===== config.mk =====
export PLATFORM = sky130hd
export DESIGN_NAME = priority_interrupt_controller_top_flat
export DESIGN_NICKNAME = d
export VERILOG_FILES = /design/src/rtl/core/pic_pkg.sv /design/src/rtl/core/pic_if.sv /design/src/rtl/core/pic_ctrl.sv /design/src/rtl/core/pic_datapath.sv /design/src/rtl/core/priority_interrupt_controller_top.sv /design/src/flat_wrapper.sv
export SDC_FILE = /design/constraint.sdc
export NUM_CORES = 1
export LEC_CHECK = 0
export BUFFER_PORTS_ARGS = -buffer_cell sky130_fd_sc_hd__buf_4
export CAP_MARGIN = 40
export CORE_UTILIZATION = 50
export DETAILED_ROUTE_END_ITERATION = 12
export PLACE_DENSITY = 0.67
export SYNTH_ARGS = -nofsm -noshare
export SYNTH_HDL_FRONTEND = slang
export SYNTH_SLANG_ARGS = --single-unit

===== constraint.sdc =====
create_clock -name clock -period 11.4 [get_ports clock]
set_input_delay 1.71 -clock clock [delete_from_list [all_inputs] [get_ports clock]]
set_output_delay 1.71 -clock clock [all_outputs]
set_load 0.1 [all_outputs]

===== src/rtl/core/pic_pkg.sv =====
`timescale 1ns / 1ps
// ----------------------------------------------------------------------------
// pic_pkg
// shared types, codes and constants of the priority interrupt controller
// ----------------------------------------------------------------------------
package pic_pkg;

   localparam int NUM_SOURCES = 24;
   localparam int SRC_W       = 5;
   localparam int NUM_GROUPS  = 4;
   localparam int GROUP_SIZE  = NUM_SOURCES / NUM_GROUPS;

   // source numbers
   localparam int SRC_NMI  = 0;
   localparam int SRC_BRK  = 1;
   localparam int SRC_IRQ  = 2;
   localparam int SRC_DMAC = 10;
   localparam int SRC_ITU  = 14;
   localparam int SRC_SCI  = 19;
   localparam int SRC_PRT  = 21;
   localparam int SRC_WDT  = 22;
   localparam int SRC_REF  = 23;

   // fixed levels
   localparam logic [4:0] LEVEL_NMI = 5'd16;
   localparam logic [4:0] LEVEL_BRK = 5'd15;

   // opcodes
   localparam logic [2:0] OP_READ16   = 3'd0;
   localparam logic [2:0] OP_READ8    = 3'd1;
   localparam logic [2:0] OP_WRITE16  = 3'd2;
   localparam logic [2:0] OP_WRITE8   = 3'd3;
   localparam logic [2:0] OP_ASSERT   = 3'd4;
   localparam logic [2:0] OP_DEASSERT = 3'd5;

   // priority register offsets
   localparam logic [3:0] REG_IPRA = 4'h4;
   localparam logic [3:0] REG_IPRB = 4'h6;
   localparam logic [3:0] REG_IPRC = 4'h8;
   localparam logic [3:0] REG_IPRD = 4'hA;
   localparam logic [3:0] REG_IPRE = 4'hC;

   typedef struct packed {
      logic [2:0]       opcode;
      logic [3:0]       reg_offset;
      logic [15:0]      write_data;
      logic [SRC_W-1:0] source;
      logic [1:0]       vector_offset;
   } pic_item_type;

   typedef struct packed {
      logic [15:0] read_data;
      logic        irq_update;
      logic [6:0]  irq_vector;
      logic [4:0]  irq_level;
   } pic_result_type;

   typedef struct packed {
      logic load_item;
      logic apply;
      logic group;
      logic merge;
      logic load_out;
   } pic_cmd_type;

   typedef struct packed {
      logic evaluate;
   } pic_sts_type;

   // fixed base vector of each source
   function automatic logic [6:0] base_vec(input logic [SRC_W-1:0] s);
      logic [6:0] v;
      case (s)
         5'd0:    v = 7'd11;
         5'd1:    v = 7'd12;
         5'd2:    v = 7'd64;
         5'd3:    v = 7'd65;
         5'd4:    v = 7'd66;
         5'd5:    v = 7'd67;
         5'd6:    v = 7'd68;
         5'd7:    v = 7'd69;
         5'd8:    v = 7'd70;
         5'd9:    v = 7'd71;
         5'd10:   v = 7'd72;
         5'd11:   v = 7'd76;
         5'd12:   v = 7'd80;
         5'd13:   v = 7'd84;
         5'd14:   v = 7'd80;
         5'd15:   v = 7'd84;
         5'd16:   v = 7'd88;
         5'd17:   v = 7'd92;
         5'd18:   v = 7'd96;
         5'd19:   v = 7'd100;
         5'd20:   v = 7'd104;
         5'd21:   v = 7'd108;
         5'd22:   v = 7'd112;
         5'd23:   v = 7'd113;
         default: v = 7'd0;
      endcase
      return v;
   endfunction

endpackage


===== src/rtl/core/pic_if.sv =====
`timescale 1ns / 1ps
// ----------------------------------------------------------------------------
// pic_req_if / pic_rsp_if
// valid/ready channels carrying request and response items
// ----------------------------------------------------------------------------
interface pic_req_if;
   logic                      valid;
   logic                      ready;
   logic [2:0]                opcode;
   logic [3:0]                reg_offset;
   logic [15:0]               write_data;
   logic [pic_pkg::SRC_W-1:0] source_num;
   logic [1:0]                vector_offset;

   modport source (output valid, output opcode, output reg_offset, output write_data,
                   output source_num, output vector_offset, input ready);
   modport sink (input valid, input opcode, input reg_offset, input write_data,
                 input source_num, input vector_offset, output ready);
endinterface

interface pic_rsp_if;
   logic        valid;
   logic        ready;
   logic [15:0] read_data;
   logic        irq_update;
   logic [6:0]  irq_vector;
   logic [4:0]  irq_level;

   modport source (output valid, output read_data, output irq_update, output irq_vector,
                   output irq_level, input ready);
   modport sink (input valid, input read_data, input irq_update, input irq_vector,
                 input irq_level, output ready);
endinterface


===== src/rtl/core/pic_ctrl.sv =====
`timescale 1ns / 1ps
// ----------------------------------------------------------------------------
// pic_ctrl
// sequencer: accept, apply, two-step priority select if evaluating, to output
// ----------------------------------------------------------------------------
module pic_ctrl (
   input  logic                 clock,
   input  logic                 reset,
   input  logic                 req_valid,
   output logic                 req_ready,
   output logic                 rsp_valid,
   input  logic                 rsp_ready,
   input  pic_pkg::pic_sts_type sts,
   output pic_pkg::pic_cmd_type cmd
);

   typedef enum logic [2:0] {
      ST_IDLE,
      ST_APPLY,
      ST_GROUP,
      ST_MERGE,
      ST_DONE
   } state_type;

   state_type state_ff, state_in;
   logic      out_valid_ff, out_valid_in;
   logic      out_free;

   assign out_free  = !out_valid_ff || rsp_ready;
   assign req_ready = (state_ff == ST_IDLE);
   assign rsp_valid = out_valid_ff;

   always_comb begin
      cmd           = '0;
      cmd.load_item = req_valid && req_ready;
      cmd.apply     = (state_ff == ST_APPLY);
      cmd.group     = (state_ff == ST_GROUP);
      cmd.merge     = (state_ff == ST_MERGE);
      cmd.load_out  = (state_ff == ST_DONE) && out_free;
   end

   always_comb begin
      state_in = state_ff;
      case (state_ff)
         ST_IDLE:  if (req_valid) state_in = ST_APPLY;
         ST_APPLY: state_in = sts.evaluate ? ST_GROUP : ST_DONE;
         ST_GROUP: state_in = ST_MERGE;
         ST_MERGE: state_in = ST_DONE;
         ST_DONE:  if (out_free) state_in = ST_IDLE;
         default:  state_in = ST_IDLE;
      endcase
   end

   always_comb begin
      out_valid_in = out_valid_ff;
      if (cmd.load_out) begin
         out_valid_in = 1'b1;
      end else if (rsp_ready) begin
         out_valid_in = 1'b0;
      end
   end

   always_ff @(posedge clock) begin
      if (reset) begin
         state_ff     <= ST_IDLE;
         out_valid_ff <= 1'b0;
      end else begin
         state_ff     <= state_in;
         out_valid_ff <= out_valid_in;
      end
   end

endmodule


===== src/rtl/core/pic_datapath.sv =====
`timescale 1ns / 1ps
// ----------------------------------------------------------------------------
// pic_datapath
// priority registers, pending and offset state, priority select, output register
// ----------------------------------------------------------------------------
module pic_datapath (
   input  logic                    clock,
   input  logic                    reset,
   input  pic_pkg::pic_cmd_type    cmd,
   input  pic_pkg::pic_item_type   item,
   output pic_pkg::pic_sts_type    sts,
   output pic_pkg::pic_result_type result
);

   localparam int N  = pic_pkg::NUM_SOURCES;
   localparam int G  = pic_pkg::NUM_GROUPS;
   localparam int GS = pic_pkg::GROUP_SIZE;

   pic_pkg::pic_item_type   item_ff;
   pic_pkg::pic_result_type work_ff, work_in;
   pic_pkg::pic_result_type out_ff;

   logic [3:0] lvl_ff [pic_pkg::SRC_IRQ:N-1];
   logic [3:0] lvl_in [pic_pkg::SRC_IRQ:N-1];
   logic [N-1:0] pend_ff, pend_in;
   logic [1:0] ofs_ff [N];
   logic [1:0] ofs_in [N];

   logic [4:0] grp_lvl_ff [G];
   logic [6:0] grp_vec_ff [G];
   logic [4:0] grp_lvl_in [G];
   logic [6:0] grp_vec_in [G];

   logic [3:0]  reg_base;
   logic [15:0] reg_rd;
   logic [15:0] wr_val;
   logic        wr_en;
   logic        src_ok;
   logic [4:0]  eff_lvl [N];

   assign reg_base = {item_ff.reg_offset[3:1], 1'b0};
   assign src_ok   = (item_ff.source < pic_pkg::SRC_W'(N));
   assign sts.evaluate = src_ok &&
      ((item_ff.opcode == pic_pkg::OP_ASSERT) || (item_ff.opcode == pic_pkg::OP_DEASSERT));
   assign result = out_ff;

   // effective level of each source, nmi and break fixed
   always_comb begin
      eff_lvl[pic_pkg::SRC_NMI] = pic_pkg::LEVEL_NMI;
      eff_lvl[pic_pkg::SRC_BRK] = pic_pkg::LEVEL_BRK;
      for (int s = pic_pkg::SRC_IRQ; s < N; s++) begin
         eff_lvl[s] = {1'b0, lvl_ff[s]};
      end
   end

   // register read view
   always_comb begin
      case (reg_base)
         pic_pkg::REG_IPRA: reg_rd = {lvl_ff[2], lvl_ff[3], lvl_ff[4], lvl_ff[5]};
         pic_pkg::REG_IPRB: reg_rd = {lvl_ff[6], lvl_ff[7], lvl_ff[8], lvl_ff[9]};
         pic_pkg::REG_IPRC: reg_rd = {lvl_ff[10], lvl_ff[12], lvl_ff[14], lvl_ff[15]};
         pic_pkg::REG_IPRD: reg_rd = {lvl_ff[16], lvl_ff[17], lvl_ff[18], lvl_ff[19]};
         pic_pkg::REG_IPRE: reg_rd = {lvl_ff[20], lvl_ff[21], lvl_ff[22], 4'h0};
         default:           reg_rd = 16'h0000;
      endcase
   end

   // write value, byte writes merge with current contents
   always_comb begin
      wr_en  = 1'b0;
      wr_val = item_ff.write_data;
      if (item_ff.opcode == pic_pkg::OP_WRITE16) begin
         wr_en = !item_ff.reg_offset[0];
      end else if (item_ff.opcode == pic_pkg::OP_WRITE8) begin
         wr_en = 1'b1;
         if (item_ff.reg_offset[0]) begin
            wr_val = {reg_rd[15:8], item_ff.write_data[7:0]};
         end else begin
            wr_val = {item_ff.write_data[7:0], reg_rd[7:0]};
         end
      end
   end

   always_comb begin
      lvl_in = lvl_ff;
      if (cmd.apply && wr_en) begin
         case (reg_base)
            pic_pkg::REG_IPRA: begin
               lvl_in[2] = wr_val[15:12]; lvl_in[3] = wr_val[11:8];
               lvl_in[4] = wr_val[7:4];   lvl_in[5] = wr_val[3:0];
            end
            pic_pkg::REG_IPRB: begin
               lvl_in[6] = wr_val[15:12]; lvl_in[7] = wr_val[11:8];
               lvl_in[8] = wr_val[7:4];   lvl_in[9] = wr_val[3:0];
            end
            pic_pkg::REG_IPRC: begin
               lvl_in[10] = wr_val[15:12]; lvl_in[11] = wr_val[15:12];
               lvl_in[12] = wr_val[11:8];  lvl_in[13] = wr_val[11:8];
               lvl_in[14] = wr_val[7:4];   lvl_in[15] = wr_val[3:0];
            end
            pic_pkg::REG_IPRD: begin
               lvl_in[16] = wr_val[15:12]; lvl_in[17] = wr_val[11:8];
               lvl_in[18] = wr_val[7:4];   lvl_in[19] = wr_val[3:0];
            end
            pic_pkg::REG_IPRE: begin
               lvl_in[20] = wr_val[15:12]; lvl_in[21] = wr_val[11:8];
               lvl_in[22] = wr_val[7:4];   lvl_in[23] = wr_val[7:4];
            end
            default: ;
         endcase
      end
   end

   // pending and offset update
   always_comb begin
      pend_in = pend_ff;
      ofs_in  = ofs_ff;
      if (cmd.apply && src_ok) begin
         if (item_ff.opcode == pic_pkg::OP_ASSERT) begin
            pend_in[item_ff.source] = 1'b1;
            ofs_in[item_ff.source]  = item_ff.vector_offset;
         end else if (item_ff.opcode == pic_pkg::OP_DEASSERT) begin
            pend_in[item_ff.source] = 1'b0;
         end
      end
   end

   // first step: winner of each group of sources
   always_comb begin
      for (int g = 0; g < G; g++) begin
         grp_lvl_in[g] = 5'd0;
         grp_vec_in[g] = 7'd0;
         for (int k = 0; k < GS; k++) begin
            if (pend_ff[g*GS+k] && (eff_lvl[g*GS+k] > grp_lvl_in[g])) begin
               grp_lvl_in[g] = eff_lvl[g*GS+k];
               grp_vec_in[g] = pic_pkg::base_vec(pic_pkg::SRC_W'(g*GS+k))
                               + {5'd0, ofs_ff[g*GS+k]};
            end
         end
      end
   end

   // apply fills read data, merge fills the request fields
   always_comb begin
      work_in = work_ff;
      if (cmd.apply) begin
         work_in            = '0;
         work_in.irq_update = sts.evaluate;
         if (item_ff.opcode == pic_pkg::OP_READ16) begin
            work_in.read_data = item_ff.reg_offset[0] ? 16'h0000 : reg_rd;
         end else if (item_ff.opcode == pic_pkg::OP_READ8) begin
            work_in.read_data = item_ff.reg_offset[0] ? {8'h00, reg_rd[7:0]}
                                                      : {8'h00, reg_rd[15:8]};
         end
      end else if (cmd.merge) begin
         work_in.irq_level  = 5'd0;
         work_in.irq_vector = 7'd0;
         for (int g = 0; g < G; g++) begin
            if (grp_lvl_ff[g] > work_in.irq_level) begin
               work_in.irq_level  = grp_lvl_ff[g];
               work_in.irq_vector = grp_vec_ff[g];
            end
         end
      end
   end

   always_ff @(posedge clock) begin
      if (reset) begin
         pend_ff <= '0;
         for (int s = pic_pkg::SRC_IRQ; s < N; s++) begin
            lvl_ff[s] <= 4'h0;
         end
         for (int s = 0; s < N; s++) begin
            ofs_ff[s] <= 2'd0;
         end
      end else begin
         pend_ff <= pend_in;
         lvl_ff  <= lvl_in;
         ofs_ff  <= ofs_in;
      end
   end

   always_ff @(posedge clock) begin
      if (cmd.load_item) begin
         item_ff <= item;
      end
      if (cmd.group) begin
         grp_lvl_ff <= grp_lvl_in;
         grp_vec_ff <= grp_vec_in;
      end
      work_ff <= work_in;
      if (cmd.load_out) begin
         out_ff <= work_ff;
      end
   end

endmodule


===== src/rtl/core/priority_interrupt_controller_top.sv =====
`timescale 1ns / 1ps
// ----------------------------------------------------------------------------
// priority_interrupt_controller_top
// vectored priority interrupt controller with 24 sources
// ----------------------------------------------------------------------------
// usage
//   req_chan carries one item: a register read or write (16-bit or byte) of
//   the five priority registers, or an assert or deassert of one source
//   rsp_chan returns exactly one item per request: read data, and for a
//   valid assert or deassert the re-evaluated vector and level
// sequence
//   register accesses: accept, apply, finish, then output register
//   assert / deassert: the same, with the priority select after apply
//   (six-way group winners, then a four-way merge, each registered)
//   one item in flight: the next is taken after the finish step
// stalls
//   the response sits in an output register; the next item is accepted
//   while it waits, and its own result holds in the finish step until
//   the output register is taken
// reset
//   synchronous, active high: levels, pending bits and offsets cleared,
//   nmi and user break keep their fixed levels 16 and 15
// ----------------------------------------------------------------------------
module priority_interrupt_controller_top (
   input  logic      clock,
   input  logic      reset,
   pic_req_if.sink   req_chan,
   pic_rsp_if.source rsp_chan
);

   pic_pkg::pic_cmd_type    cmd;
   pic_pkg::pic_sts_type    sts;
   pic_pkg::pic_item_type   item;
   pic_pkg::pic_result_type result;

   // gather request payload into one item
   always_comb begin
      item.opcode        = req_chan.opcode;
      item.reg_offset    = req_chan.reg_offset;
      item.write_data    = req_chan.write_data;
      item.source        = req_chan.source_num;
      item.vector_offset = req_chan.vector_offset;
   end

   // sequencer
   pic_ctrl u_ctrl (
      .clock     (clock),
      .reset     (reset),
      .req_valid (req_chan.valid),
      .req_ready (req_chan.ready),
      .rsp_valid (rsp_chan.valid),
      .rsp_ready (rsp_chan.ready),
      .sts       (sts),
      .cmd       (cmd)
   );

   // state, priority select and output register
   pic_datapath u_datapath (
      .clock  (clock),
      .reset  (reset),
      .cmd    (cmd),
      .item   (item),
      .sts    (sts),
      .result (result)
   );

   assign rsp_chan.read_data  = result.read_data;
   assign rsp_chan.irq_update = result.irq_update;
   assign rsp_chan.irq_vector = result.irq_vector;
   assign rsp_chan.irq_level  = result.irq_level;

endmodule

===== src/flat_wrapper.sv =====
// flat-port wrapper written by rule: the top's interface ports become plain ports
module priority_interrupt_controller_top_flat 
  (clock, reset, req_chan_valid, req_chan_opcode, req_chan_reg_offset, req_chan_write_data, req_chan_source_num, req_chan_vector_offset, req_chan_ready, rsp_chan_valid, rsp_chan_read_data, rsp_chan_irq_update, rsp_chan_irq_vector, rsp_chan_irq_level, rsp_chan_ready);
  pic_req_if req_chan_i ();
  pic_rsp_if rsp_chan_i ();
  input  logic clock;
  input  logic reset;
  input wire logic [$bits(req_chan_i.valid)-1:0] req_chan_valid;
  input wire logic [$bits(req_chan_i.opcode)-1:0] req_chan_opcode;
  input wire logic [$bits(req_chan_i.reg_offset)-1:0] req_chan_reg_offset;
  input wire logic [$bits(req_chan_i.write_data)-1:0] req_chan_write_data;
  input wire logic [$bits(req_chan_i.source_num)-1:0] req_chan_source_num;
  input wire logic [$bits(req_chan_i.vector_offset)-1:0] req_chan_vector_offset;
  output wire logic [$bits(req_chan_i.ready)-1:0] req_chan_ready;
  output wire logic [$bits(rsp_chan_i.valid)-1:0] rsp_chan_valid;
  output wire logic [$bits(rsp_chan_i.read_data)-1:0] rsp_chan_read_data;
  output wire logic [$bits(rsp_chan_i.irq_update)-1:0] rsp_chan_irq_update;
  output wire logic [$bits(rsp_chan_i.irq_vector)-1:0] rsp_chan_irq_vector;
  output wire logic [$bits(rsp_chan_i.irq_level)-1:0] rsp_chan_irq_level;
  input wire logic [$bits(rsp_chan_i.ready)-1:0] rsp_chan_ready;
  assign req_chan_i.valid = req_chan_valid;
  assign req_chan_i.opcode = req_chan_opcode;
  assign req_chan_i.reg_offset = req_chan_reg_offset;
  assign req_chan_i.write_data = req_chan_write_data;
  assign req_chan_i.source_num = req_chan_source_num;
  assign req_chan_i.vector_offset = req_chan_vector_offset;
  assign req_chan_ready = req_chan_i.ready;
  assign rsp_chan_valid = rsp_chan_i.valid;
  assign rsp_chan_read_data = rsp_chan_i.read_data;
  assign rsp_chan_irq_update = rsp_chan_i.irq_update;
  assign rsp_chan_irq_vector = rsp_chan_i.irq_vector;
  assign rsp_chan_irq_level = rsp_chan_i.irq_level;
  assign rsp_chan_i.ready = rsp_chan_ready;
  priority_interrupt_controller_top u_core (.clock(clock), .reset(reset), .req_chan(req_chan_i), .rsp_chan(rsp_chan_i));
endmodule

==> impl_results.md <==
- Outcome: completed
- Maximum fanout along the worst path: 16
- Fraction of registers with async set/reset: 0%
- Final Hold Viols: 0
- Fin Clk Skew: 15.3 ps
- DR iter-0 viols: 1044
- Worst Path Arrival: 10250 ps
- Post-Syn Area: 14900 sq um
- Unrepaired setup endpoints after global routing: false
- Max Slew Vio Count: 0
- Post-synthesis cell type count: 83
- Post-DRT Antenna Nets: 0
- Share of layout cells above drive strength 1: 11.4%
- Die area: 30400 sq um
- Total Routing Usage GR: 26.9%
- Multiplexer share of the synthesized area: 8.75%
- Final wirelength: 41200 um
- Die W: 174 um
- Synth Area in XOR/XNOR: 0.472%
- Internal power: 1630 uW
- IO Pins: 65
- Top delay family on crit path: compound AO/OA/AOI/OAI gates
- Overflow after GRT: 0
- Number of CTS-inserted buffers: 29
- Largest net degree at the start of global routing: 80
- Worst setup EP type: flop
- P&R area growth vs syn: 12.5%
- DRC: 0
- Post-synthesis adder-cell area fraction: 6.64%
- TritonRoute pass-1 iters: 8
- Syn Nets: 1711
- Max Clock Freq: 100 MHz
- Antenna violations before repair: 1
- Initial cell density of the core: 51.4%
- Hold Path Class: flop to flop
- Design Power: 2140 uW
- Top_reg_cell synth: dfxtp_1
- CP startpoint kind: flop
- Clock latency at the later pin of the worst-skew pair: 540 ps
- Count leader, synth: nor2_1
- Peak supply drop: 113 uV
- Crit-path most repeated cell: ha_1
- Max-Slew Margin vs Limit: 36.2%
- Clk network pwr share: 43.3%
- Ant diodes: 0
- TritonCTS clock tree: built
- Synth area leaders: edfxtp_1, dfxtp_1, ha_1
- CP Class: flop to flop
- Reg power frac: 50.1%
- CTS Hold Bufs: 0
- Switching part of the total: 23.6%
- Area leader, netlist: edfxtp_1
- Net Switching: 505 uW
- Crit path time final: 9970 ps
- Num rows: 62
- Simple-gate share of the synthesized area: 16.5%
- Top-area cell type share of the netlist area: 23.0%
- CP peak stage delay: 590 ps
- Leak Pwr: 0.00598 uW
- Mean Syn Cell Area: 9.29 sq um
- Htree depth: 1
- Core area: 28900 sq um
- Die Ht: 174 um
- GPL Wtd Cong: 0.885
- Synth Area in Compound Gates: 17.8%
- Clock-pin slew on the worst setup and hold paths: 60 ps
- Vias in the first global route: 11.4k
- Commonest cells post-synth: nor2_1, dfxtp_1, nand2_1
- I/O Buffers: 64
- Routed len/inst: 20.3 um
- Root buf cell: clkbuf_16
- Final period util: 87.5%
- DR vias/cell: 6.01
- Hpwl dp: 31000 um
- Max-cap violation count: 0
- DR vias: 12.2k
- Fill count: 2551
- Sequential area share after synthesis: 45.1%
- Pwr Density: 128 nW/um^2
- Gate Count Post-Synth: 1599
- Comb power frac: 6.6%
- Clock sink total: 278
- Largest family of logic cells by synthesized area: compound AO/OA/AOI/OAI gates
- Synthesized flop and latch total: 278
- Setup violators final: 0
- Buffers & Inverters on Critical Path: 2
- WP data required: 11670 ps
- Yosys warns: 0
- Crit-path slowest cell: a311oi_4
- Nets@finish: 1732
- EDFF count, synth: 114
- Clk buf depth: 3
- Setup TNS: 0 ps
- Wire length of the first global-routing pass: 63900 um
- Slew @ Worst Pin: 955 ps
-- path summary, 6_finish.rpt --
kind,endpoint,slack [ps],from,cells past startpoint
max,u_core.u_datapath.grp_lvl_ff[1]$_DFFE_PN_,1430,flop,40
min,u_core.u_datapath.result[21]$_DFFE_PP_,420,u_core.u_datapath.work_ff[21]$_SDFFCE_PP0P_,0
max reg2reg,u_core.u_datapath.grp_lvl_ff[1]$_DFFE_PN_,1430,flop,40
min reg2reg,u_core.u_datapath.result[21]$_DFFE_PP_,420,u_core.u_datapath.work_ff[21]$_SDFFCE_PP0P_,0
-- stage by stage --
| step | cells | utilization [%] | hold WS [ps] | worst slack [ps] | instance area, sq um |
|---|---|---|---|---|---|
| 2_1_floorplan | 1599 | - | 400 | 2020 | 14900 |
| 3_3_place_gp | 1958 | 53.7 | 404 | 1080 | 15500 |
| 3_5_place_dp | 1972 | 54.5 | 405 | 903 | 15800 |
| 4_1_cts | 2025 | 57.7 | 415 | 871 | 16700 |
| 5_1_grt | 2026 | 57.8 | 422 | 475 | 16700 |
| 6_report | 2026 | 57.8 | 417 | 1430 | 16700 |
-- placed cells by master (no fill, tap or decap), types with 14 or more instances in the layout --
| master | Yosys | layout |
|---|---|---|
| a21oi_1 | 120 | 120 |
| o21ai_0 | 81 | 80 |
| nand2_1 | 151 | 151 |
| a211oi_1 | 70 | 70 |
| ha_1 | 78 | 78 |
| mux2_2 | 31 | 31 |
| buf_4 | 1 | 80 |
| dfxtp_1 | 164 | 164 |
| nor2b_1 | 26 | 25 |
| edfxtp_1 | 114 | 114 |
| nand3_1 | 56 | 56 |
| nand2b_1 | 26 | 26 |
| clkbuf_16 | 0 | 29 |
| nor3_1 | 19 | 19 |
| inv_1 | 83 | 83 |
| nand4_1 | 16 | 16 |
| mux2i_1 | 86 | 86 |
| a222oi_1 | 14 | 14 |
| nor2_1 | 186 | 185 |
-- kinds of logic (layout without fill, tap and decap cells) --
group,count (synthesis),count (layout)
buf+inv,184,227
flops,278,278
fa+ha+maj,79,79
xor+xnor,8,8
compound gates,393,393
simple gates,533,533
mux,124,124
-- cell type report --
cell class / instances / area [sq um] / share of cell area [%]
clock buffer: 36 / 762 / 4.56
clock inverter: 17 / 158 / 0.943
inverter: 83 / 312 / 1.86
multi-input combinational: 1137 / 7480 / 44.7
sequential: 278 / 6710 / 40.1
tap: 384 / 480 / 2.87
timing repair buffer: 91 / 825 / 4.93
-- flip-flops by register name (all words and copies together) (netlist names), named ones only --
signal	count
u_core.u_datapath.result	29
u_core.u_datapath.grp_vec_ff	21
u_core.u_datapath.eff_lvl	76
u_core.u_ctrl.rsp_valid	1
u_core.u_datapath.work_ff	29
u_core.u_ctrl.state_ff	3
u_core.u_datapath.item_ff	30
u_core.u_datapath.grp_lvl_ff	17
u_core.u_datapath.ofs_ff	48
-- power by group through the flow --
stage / sequential [uW] / clock [uW] / combinational [uW]
floorplan: 1100 / 0 / 72.7
global placement: 1100 / 0 / 123
detailed placement: 1090 / 0 / 139
CTS: 1070 / 935 / 139
global route: 1070 / 977 / 148
finish: 1070 / 924 / 141
-- per-layer routing --
metal	GRT usage, %	vias up	share of wire, %
li1	-	5827	-
met1	37.1	5832	44
met2	43.2	429	46
met3	3.65	83	7.3
met4	9.25	0	3.4
met5	0	-	0
-- repair_timing --
action,4_1_cts,5_1_grt
buffers inserted,0,1
gates resized for setup,0,1
setup endpoints to repair,0,5
No activity file was read; power rests on OpenSTA's default activity.
